### config.mk
export PLATFORM = sky130hd
export DESIGN_NAME = lpr_ctrl
export DESIGN_NICKNAME = d
export VERILOG_FILES = /design/src/design/lpr_pkg.sv /design/src/design/lpr_ctrl.sv
export SDC_FILE = /design/constraint.sdc
export NUM_CORES = 1
export LEC_CHECK = 0
export BUFFER_PORTS_ARGS = -buffer_cell sky130_fd_sc_hd__buf_2
export CORE_MARGIN = 1
export CORE_UTILIZATION = 38
export CTS_CLUSTER_DIAMETER = 80
export DETAILED_ROUTE_END_ITERATION = 10
export MAX_ROUTING_LAYER = met4
export PLACE_DENSITY = 0.71
export SLEW_MARGIN = 20
export SYNTH_ARGS = -nofsm -noshare
export SYNTH_HDL_FRONTEND = slang
export SYNTH_SLANG_ARGS = --single-unit
### constraint.sdc
create_clock -name clk -period 1.4 [get_ports clk]
set_clock_uncertainty 0.2 [all_clocks]
set_input_delay 0.14 -clock clk [delete_from_list [all_inputs] [get_ports clk]]
set_output_delay 0.14 -clock clk [all_outputs]
set_load 0.02 [all_outputs]
### src/design/lpr_pkg.sv
// Shared types, constants and helpers of the packet ring
package lpr_pkg;

	localparam int BUF_DEPTH = 1024;
	localparam int MAX_PKT   = 64;
	localparam int PTR_W     = $clog2(BUF_DEPTH);
	localparam int CNT_W     = 11;
	localparam int LEN_W     = 7;
	localparam int CAP_W     = 16;
	localparam int MIN_SIZE  = 4;

	typedef logic [PTR_W-1:0] ptr_t;
	typedef logic [CNT_W-1:0] cnt_t;
	typedef logic [LEN_W-1:0] len_t;

	localparam cnt_t HDR_BYTES = CNT_W'(2);

	localparam logic [1:0] REQ_PUSH_START = 2'd0;
	localparam logic [1:0] REQ_PUSH_BYTE  = 2'd1;
	localparam logic [1:0] REQ_POP        = 2'd2;
	localparam logic [1:0] REQ_CLEAR      = 2'd3;

	localparam logic REG_BUFFER_SIZE = 1'b0;
	localparam logic REG_MAX_LEN     = 1'b1;

	typedef enum logic [2:0] {
		ST_PUSH_OK    = 3'd0,
		ST_PUSH_REF   = 3'd1,
		ST_REF_RESET  = 3'd2,
		ST_DATA       = 3'd3,
		ST_POP_REF    = 3'd4,
		ST_CLEARED    = 3'd5,
		ST_BUSY       = 3'd6,
		ST_EMPTY_PKT  = 3'd7
	} status_t;

	typedef enum logic [2:0] {
		S_IDLE,
		S_HDR_HI,
		S_POP_LO,
		S_POP_HI,
		S_POP_EMPTY,
		S_POP_DATA
	} ctl_state_t;

	typedef struct packed {
		logic    wr_hdr_lo;
		logic    wr_hdr_hi;
		logic    wr_byte;
		logic    flush;
		logic    rd_hdr;
		logic    rd_data;
		logic    latch_lo;
		logic    pop_commit;
		logic    emit;
		status_t emit_st;
	} dp_cmd_t;

	typedef struct packed {
		logic push_open;
		logic push_fits;
		logic ring_skew;
		logic pop_ok;
		logic pop_cnt_zero;
		logic iss_left;
		logic pend;
		logic emit_last;
		logic out_free;
	} dp_sts_t;

	function automatic cnt_t eff_size(input cnt_t reg_val);
		cnt_t s;
		s = reg_val;
		if (s < CNT_W'(MIN_SIZE)) s = CNT_W'(MIN_SIZE);
		if (s > CNT_W'(BUF_DEPTH)) s = CNT_W'(BUF_DEPTH);
		return s;
	endfunction

	function automatic len_t eff_limit(input len_t reg_val);
		return (reg_val > LEN_W'(MAX_PKT)) ? LEN_W'(MAX_PKT) : reg_val;
	endfunction

	function automatic ptr_t ptr_adv(input ptr_t p, input cnt_t size);
		logic [PTR_W:0] n;
		n = {1'b0, p} + (PTR_W+1)'(1);
		return (CNT_W'(n) >= size) ? '0 : n[PTR_W-1:0];
	endfunction

endpackage

### src/design/lpr_ctrl.sv
// Ring controller: request decode, header write, pop sequencing
module lpr_ctrl import lpr_pkg::*; (
	input  logic       clk,
	input  logic       arst_n,
	input  logic       req_valid,
	input  logic [1:0] req_type,
	input  dp_sts_t    sts,
	output dp_cmd_t    cmd,
	output logic       in_ready
);

	ctl_state_t state_q, state_d;
	logic       emit_byte;

	always_ff @(posedge clk or negedge arst_n) begin
		if (!arst_n) state_q <= S_IDLE;
		else state_q <= state_d;
	end

	always_comb begin
		state_d     = state_q;
		cmd         = '0;
		cmd.emit_st = ST_PUSH_OK;
		in_ready    = 1'b0;
		emit_byte   = sts.pend && sts.out_free;
		case (state_q)
			S_IDLE: begin
				in_ready = sts.out_free;
				if (req_valid && sts.out_free) begin
					cmd.emit = 1'b1;
					case (req_type)
						REQ_PUSH_START: begin
							if (sts.push_open) begin
								cmd.emit_st = ST_BUSY;
							end else if (sts.push_fits) begin
								cmd.wr_hdr_lo = 1'b1;
								cmd.emit_st   = ST_PUSH_OK;
								state_d       = S_HDR_HI;
							end else if (sts.ring_skew) begin
								cmd.flush   = 1'b1;
								cmd.emit_st = ST_REF_RESET;
							end else begin
								cmd.emit_st = ST_PUSH_REF;
							end
						end
						REQ_PUSH_BYTE: begin
							if (sts.push_open) begin
								cmd.wr_byte = 1'b1;
								cmd.emit_st = ST_PUSH_OK;
							end else begin
								cmd.emit_st = ST_PUSH_REF;
							end
						end
						REQ_POP: begin
							if (sts.push_open) begin
								cmd.emit_st = ST_BUSY;
							end else if (sts.pop_ok) begin
								cmd.emit   = 1'b0;
								cmd.rd_hdr = 1'b1;
								state_d    = S_POP_LO;
							end else begin
								cmd.emit_st = ST_POP_REF;
							end
						end
						REQ_CLEAR: begin
							if (sts.push_open) begin
								cmd.emit_st = ST_BUSY;
							end else begin
								cmd.flush   = 1'b1;
								cmd.emit_st = ST_CLEARED;
							end
						end
						default: begin
							cmd.emit_st = ST_PUSH_REF;
						end
					endcase
				end
			end
			S_HDR_HI: begin
				cmd.wr_hdr_hi = 1'b1;
				state_d       = S_IDLE;
			end
			S_POP_LO: begin
				cmd.latch_lo = 1'b1;
				cmd.rd_hdr   = 1'b1;
				state_d      = S_POP_HI;
			end
			S_POP_HI: begin
				cmd.pop_commit = 1'b1;
				state_d        = sts.pop_cnt_zero ? S_POP_EMPTY : S_POP_DATA;
			end
			S_POP_EMPTY: begin
				if (sts.out_free) begin
					cmd.emit    = 1'b1;
					cmd.emit_st = ST_EMPTY_PKT;
					state_d     = S_IDLE;
				end
			end
			S_POP_DATA: begin
				// next read goes out when bytes remain to be read and the read data slot is empty or drains now
				cmd.rd_data = sts.iss_left && (!sts.pend || emit_byte);
				cmd.emit    = emit_byte;
				cmd.emit_st = ST_DATA;
				if (emit_byte && sts.emit_last) state_d = S_IDLE;
			end
			default: begin
				state_d = S_IDLE;
			end
		endcase
	end

endmodule

==> metrics, run 1 <==
Post-synth EDFFs=0; die span in x=38.2 µm; Num Clock Sinks=3; Post-synth ARST share=1.00; post-place setup slack=-0.326 ns; yosys synthesis warning count=0; I/O Buffers=26; # IOs=27; Area contributors post-synth=dfrtp_1, ha_1, o21ai_0; Yosys top cell area share=0.151; largest net degree at the start of global routing=11; sequential element share of the synthesized area=0.151; std cell rows=12; Mapped Cells=62; RePlAce Congestion=0.806; syn_area_per_cell=8.03 µm²; CTS root buf=clkbuf_4; synthesized cell area=498 µm²; Initial Utilization=0.431; worst endpoint type=top-level output; Halt Reason=[ERROR DPL-0038] Utilization greater than 100%, impossible to legalize; Clock Tree Buf Depth=2; Failed at=5_1_grt; Top FF cell, synth=dfrtp_1; Placed Instances=around 120; distinct cell type count after synthesis=29; CTS Buf Count=3; top cell type by total area after synthesis=dfrtp_1; Die Y-Extent=around 38 µm; status=stopped before the end; Worst EP post-GRT repair=cmd[11]; DP HPWL=1.14 mm; H-tree depth=1; number of synthesized register bits=3; Mapped Nets=81
[kinds of logic after synthesis]
logic type	after synthesis	share of synthesized area
DFF	3	0.151
adders and majority gates	5	0.126
buffers and inverters	8	0.0653
and+or+nand+nor	28	0.382
AOI/OAI and AO/OA	18	0.276
[per-stage QoR]
step	cell area, µm²	setup TNS, ns
4_1_cts	1070	-5.73
3_3_place_gp	840	-2.28
2_1_floorplan	559	-3.27
3_5_place_dp	840	-2.65
[synthesized netlist by cell type, drive strengths merged, types with 3 or more instances]
library cell	number
inv	6
nand2b	3
nor3	4
o21ai	5
o31ai	3
nand2	5
nor2	4
ha	5
dfrtp	3
[what timing repair did]
action | in CTS
gates resized for setup | 41
setup buffers | 8
endpoints found under the setup margin | 15
pin swaps | 11
hold buffers | 2
endpoints found under the hold margin | 4
==> run 2: changes to the inputs <==
--- a/config.mk
+++ b/config.mk
@@ -6,12 +6,10 @@
 export NUM_CORES = 1
 export LEC_CHECK = 0
 export BUFFER_PORTS_ARGS = -buffer_cell sky130_fd_sc_hd__buf_2
-export CORE_MARGIN = 1
-export CORE_UTILIZATION = 38
-export CTS_CLUSTER_DIAMETER = 80
+export CORE_AREA = 2 2 63 65
 export DETAILED_ROUTE_END_ITERATION = 10
-export MAX_ROUTING_LAYER = met4
-export PLACE_DENSITY = 0.71
+export DIE_AREA = 0 0 65 67
+export PLACE_DENSITY_LB_ADDON = 0.15
 export SLEW_MARGIN = 20
 export SYNTH_ARGS = -nofsm -noshare
 export SYNTH_HDL_FRONTEND = slang
==> constraint.sdc (replaced) <==
create_clock -name clk -period 1.82 [get_ports clk]
set_clock_uncertainty 0.2 [all_clocks]
set_input_delay 0.182 -clock clk [delete_from_list [all_inputs] [get_ports clk]]
set_output_delay 0.182 -clock clk [all_outputs]
set_load 0.02 [all_outputs]
==> metrics, run 2 <==
status=finished, violations left; failing checks=setup timing; Final Instance Count excl. Fillers=roughly 150; synthesized cell area=498 µm² (unchanged); Synth Area in Compound Gates=0.276 (unchanged); TritonCTS clock tree=built; DRT Wirelength=~1.6 mm; top cell type by total area after synthesis=dfrtp_1; Initial Utilization=0.138 (-0.293); post-synthesis mux area share=0 (unchanged); sequential element share of the synthesized area=0.151 (unchanged); number of diodes=0; clk_lat worst skew=around 0.21 ns; Area contributors post-synth=dfrtp_1, ha_1, o21ai_0; combinational share of power=0.657; Overflow after GRT=0; dpl cell area=752 µm² (-10%); DP HPWL=1.30 mm (+14%); Post-route DRC=0; Post-synth ARST share=1.00 (unchanged); endpoints failing setup=7; die area=4360 µm²; worst path required time=1.44 ns; Final Instance Area=about 850 µm²; syn_area_per_cell=8.03 µm² (unchanged); Simple-Gate Fraction of Synth Area=0.382 (unchanged); WP buf/inv=1; Leak Pwr=0.413 nW; Flop pwr share=0.133; Psw=just over 0.4 mW; first-pass GRT wire length=~2.5 mm; critical path class=flip-flop to output pin; vias post-DR=572; nets=117; period utilization=1.05; # IOs=27 (unchanged); slowest stage cell, crit path=dfrtp_1; Area Overhead vs Synth=71.4%; adder-cell share of the synthesized area=0.126 (unchanged); Vias/cell=3.94; Worst-path clk slew=0.03 ns; worst path cell trace=nor4b_4 > nand2_4 > o32ai_4 > buf_6; post-route minimum period=1.92 ns; Clock Power Share=0.210; area of the multi-input gates=437 µm²; RePlAce Congestion=0.683 (-15%); Worst Path Max Fanout=8; I/O Buffers=26 (unchanged); Crit path arrival time=between 1.5 and 2 ns; FMAX=about 0.52 GHz; Slew HR=0.792; largest net degree at the start of global routing=13; pwr/cell area=1070 nW/µm²; worst r2r src=state_q[2]$_DFFE_PN0P_; Post-CTS Setup Inserts=0 (-8); Final ANT Viol Nets=0; Routed WL per cell=around 11 µm; worst vdd ir=0.182 mV; RSZ-0062 raised after global routing=yes; GRT Total Usage=0.0787; Mapped Nets=81 (unchanged); number of global-route vias before repair=555; fraction of layout cells with a size suffix above 1=0.495; Total Power=a little over 0.9 mW; CP max stage delay=between 0.3 and 0.4 ns; Post-synth EDFFs=0 (unchanged); Max Cap Violations=0; Worst Slack Setup Final=-0.0972 ns; class of the worst hold path=primary input to asynchronous set/reset pin; most frequent cells in the layout=buf_2, buf_4, inv_1, ha_1; antenna violations before repair=0; Yosys top cell area share=0.151 (unchanged); Switching Fraction=0.444; cell with the most instances after synthesis=inv_1; Int Pwr=0.506 mW; largest register by flop count=state_q; max reg flops=3; distinct cell type count after synthesis=29 (unchanged); Die Y-Extent=67 µm (+75%); H-tree depth=1 (unchanged); fill count=405; Placed Instances=140 (+18%); crit path from=state_q[2]$_DFFE_PN0P_; post-place setup slack=0.0330 ns (+0.359 ns); main combinational cell family by area after synthesis=simple AND/OR/NAND/NOR gates; final hold vios=0; CP Capture Type=output pin; Synth top cells by count=inv_1, ha_1, o21ai_0; number of synthesized register bits=3 (unchanged); Top Family by Delay on Critical Path=simple AND/OR/NAND/NOR gates; Num Clock Sinks=3 (unchanged); Mapped Cells=62 (unchanged); core box area=3610 µm²; yosys synthesis warning count=0 (unchanged); Final Util=0.237; CTS Buf Count=3 (unchanged); First-pass DRT Iterations=3; std cell rows=22 (+10); die span in x=65 µm (+70%); Clock Tree Buf Depth=2 (unchanged); Register Area=76.3 µm²; number of DRC markers in iteration 0=8; worst-margin pin slew=just over 0.3 ns; Top FF cell, synth=dfrtp_1; Post-Synth XOR/XNOR Area=0 (unchanged); CTS root buf=clkbuf_8; fin. max-slew vios=0; crit path launch type=flip-flop; largest registers=state_q: 3 flops; most common cell after layout, fill and taps aside=buf_2
[run 2: cells by family after synthesis]
kind of cell             after synthesis
flip-flops                             3
buffers and inverters                  8
adder cells (fa/ha/maj)                5
AO/OA/AOI/OAI                         18
AND/OR/NAND/NOR                       28
[run 2: final cells by class]
cell class / instances / share of cell area
inverters: 6 / 0.0264
flip-flops and latches: 3 / 0.0894
multi-input cells: 51 / 0.512
clock buffers: 4 / 0.0528
repair buffers: 33 / 0.249
well taps: 48 / 0.0704
[run 2: timing repair]
action,CTS,global route
gates resized for setup,10,3
gates cloned,0,0
hold endpoints to repair,3,0
hold buffers,1,0
pin swaps,6,3
endpoints found under the setup margin,8,8
[run 2: worst paths after layout]
path                       slack [ns]                endpoint  cells past startpoint
max                              -0.1                  cmd[7]                      4
min                              0.09  state_q[2]$_DFFE_PN0P_                      2
max reg2reg                      0.38  state_q[2]$_DFFE_PN0P_                      4
min reg2reg                      0.43  state_q[1]$_DFFE_PN0P_                      2
max in group asynchronous        1.21  state_q[1]$_DFFE_PN0P_                      2
min in group clk                 0.09  state_q[0]$_DFFE_PN0P_                      3
[run 2: per-layer routing]
metal,global-route usage,vias to the layer above,share of wire
met3,0.0287,4,0.091
li1,-,299,-
met4,0.0399,0,0.015
met5,0,-,0
met1,0.102,248,0.47
met2,0.113,21,0.42
[run 2: through the flow]
stage,hold slack [ns],TNS [ns]
finish,0.0850,-0.405
global route,0.104,-1.15
CTS,0.0917,-0.604
detailed placement,-0.217,0
global placement,-0.221,0
floorplan,-0.314,-0.333
[run 2: power by group through the flow]
| stage | logic [mW] | clock network, mW | registers, mW |
|---|---|---|---|
| finish | 0.599 | 0.192 | 0.121 |
| global route | 0.650 | 0.207 | 0.125 |
| CTS | 0.582 | 0.198 | 0.121 |
| detailed placement | 0.546 | 0 | 0.122 |
| global placement | 0.553 | 0 | 0.119 |
| floorplan | 0.339 | 0 | 0.137 |
Note: power is estimated with default switching activity, not from simulation.
==> run 3: changes to the inputs <==
--- a/config.mk
+++ b/config.mk
@@ -6,9 +6,11 @@
 export NUM_CORES = 1
 export LEC_CHECK = 0
 export BUFFER_PORTS_ARGS = -buffer_cell sky130_fd_sc_hd__buf_2
-export CORE_AREA = 2 2 63 65
+export CORE_AREA = 3 3 64 66
+export CTS_BUF_LIST = sky130_fd_sc_hd__clkbuf_4 sky130_fd_sc_hd__clkbuf_8
+export CTS_CLUSTER_SIZE = 16
 export DETAILED_ROUTE_END_ITERATION = 10
-export DIE_AREA = 0 0 65 67
+export DIE_AREA = 0 0 67 69
 export PLACE_DENSITY_LB_ADDON = 0.15
 export SLEW_MARGIN = 20
 export SYNTH_ARGS = -nofsm -noshare
==> metrics, run 3 (synthesis results as in run 2) <==
std cell rows=22 (unchanged); Clock Power Share=0.216 (+0.006); pwr/cell area=1100 nW/µm² (+3.1%); Hold WS=0.0939 ns (+0.00894 ns); critical path class=flip-flop to output pin; clk_lat worst skew=0.21 ns (about the same); dpl cell area=744 µm² (-1.0%); RePlAce Congestion=0.708 (+3.8%); R2R depth=4 (unchanged); Register Area=76.3 µm² (unchanged); antenna violations before repair=0 (unchanged); Routed WL per cell=11.2 µm (+0.62%); core box area=3630 µm² (+0.76%); most common cell after layout, fill and taps aside=buf_2; RSZ-0062 raised after global routing=yes; Clock Tree Buf Depth=2 (unchanged); status=finished, violations left; number of diodes=0 (unchanged); Slew HR=0.785 (-0.00687); Crit Reg-Reg Endpoint=state_q[2]$_DFFE_PN0P_; number of DRC markers in iteration 0=23 (+15); class of the worst hold path=primary input to asynchronous set/reset pin; worst r2r src=state_q[2]$_DFFE_PN0P_; max reg flops=3 (unchanged); Final Instance Area=860 µm² (+0.73%); fin. max-slew vios=0 (unchanged); Psw=0.407 mW (+0.37%); CTS Buf Count=3 (unchanged); Area Overhead vs Synth=72.6%; worst path required time=1.44 ns (about the same); nets=117 (unchanged); die span in x=67 µm (+3.1%); vias post-DR=566 (-1.0%); Worst-path clk slew=0.03 ns (about the same); Die Y-Extent=69 µm (+3.0%); I/O Buffers=26 (unchanged); FMAX=0.519 GHz (-0.54%); Int Pwr=0.540 mW (+6.6%); post-route minimum period=1.93 ns (+0.0105 ns); area of the multi-input gates=437 µm² (unchanged); H-tree depth=1 (unchanged); # IOs=27 (unchanged); die area=4620 µm² (+6.2%); Num Clock Sinks=3 (unchanged); endpoints failing setup=8 (+1); most frequent cells in the layout=buf_2, buf_4, inv_1, ha_1; period utilization=1.06 (+0.00576); final hold vios=0 (unchanged); Crit path arrival time=1.55 ns (about the same); CTS root buf=clkbuf_8; failing checks=setup timing; fill count=432 (+6.7%); Worst Slack Setup Final=-0.108 ns (-0.0105 ns); worst-margin pin slew=0.321 ns (+0.0102 ns); DP HPWL=1.32 mm (+1.7%); slack of the worst reg-to-reg path=0.36 ns (-0.02 ns); largest net degree at the start of global routing=13 (unchanged); largest register by flop count=state_q; Leak Pwr=0.417 nW (+0.97%); Vias/cell=3.90 (-1.0%); Final ANT Viol Nets=0 (unchanged); number of global-route vias before repair=518 (-6.7%); crit path launch type=flip-flop; Overflow after GRT=0 (unchanged); Max Cap Violations=0 (unchanged); largest registers=state_q: 3 flops; first-pass GRT wire length=2.56 mm (+0.51%); First-pass DRT Iterations=3 (unchanged); Initial Utilization=0.137 (-0.00105); CP Capture Type=output pin; fraction of layout cells with a size suffix above 1=0.505 (+0.0103); Final Util=0.237 (about the same); post-place setup slack=0.0431 ns (+0.0101 ns); worst vdd ir=0.241 mV (+33%); DRT Wirelength=1.63 mm (+0.62%); Post-route DRC=0 (unchanged); Switching Fraction=0.429 (-0.0149); GRT Total Usage=0.0700 (-0.00869); Worst Path Max Fanout=8 (unchanged); combinational share of power=0.656 (about the same); TritonCTS clock tree=built; Flop pwr share=0.128 (-0.005)
==> run 3: cell counts in the layout (fill, tap and decap cells not counted) <==
Identical to the previous run, type by type.
==> run 3: per-layer routing <==
layer  track usage  wire (µm)
met5             0          0
met4             0          0
met3        0.0358        141
met2         0.104        712
met1        0.0963        775
==> run 3: worst max-delay path: stages (launching register included) <==
cell,delay (ns)
dfrtp_1,0.40
nor4b_4,0.36
nand2_4,0.17
o32ai_4,0.24
buf_6,0.15
==> run 3: how the worst max path moves through the flow <==
stage | end | from | slack, ns
after floorplan | cmd[7] | state_q[1]$_DFFE_PN0P_ | -0.10
after global placement | cmd[7] | state_q[0]$_DFFE_PN0P_ | 0.06
after detailed placement | cmd[7] | state_q[0]$_DFFE_PN0P_ | 0.04
after CTS | cmd[7] | state_q[1]$_DFFE_PN0P_ | -0.12
after global routing | cmd[7] | state_q[2]$_DFFE_PN0P_ | -0.20
final | cmd[7] | state_q[2]$_DFFE_PN0P_ | -0.11
==> run 3: what timing repair did <==
| item | in CTS | in global routing |
|---|---|---|
| endpoints found under the hold margin | 3 | 0 |
| hold buffers | 1 | 0 |
| pin swaps | 6 | 2 |
| setup buffers | 1 | 0 |
| endpoints found under the setup margin | 8 | 8 |
| gates resized for setup | 10 | 4 |
==> run 3: per-stage QoR <==
| stage | instances | TNS [ns] | total power, mW |
|---|---|---|---|
| 2_1_floorplan | 62 | -0.333 | 0.476 |
| 3_3_place_gp | 139 | 0 | 0.671 |
| 3_5_place_dp | 139 | 0 | 0.671 |
| 4_1_cts | 145 | -0.499 | 0.933 |
| 5_1_grt | 145 | -1.12 | 1.02 |
| 6_report | 145 | -0.446 | 0.947 |
==> run 3: power groups by stage <==
stage          sequential (mW)  clock, mW  combinational, mW
2_1_floorplan            0.137          0              0.339
3_3_place_gp             0.120          0              0.551
3_5_place_dp             0.121          0              0.550
4_1_cts                  0.121      0.211              0.600
5_1_grt                  0.124      0.215              0.677
6_report                 0.121      0.205              0.621
==> run 3: layout make-up <==
class	instances	area share
Clock buffer	4	0.0568
Inverter	6	0.0262
Multi-Input combinational cell	51	0.508
Sequential cell	3	0.0888
Tap cell	48	0.0699
Timing Repair Buffer	33	0.250
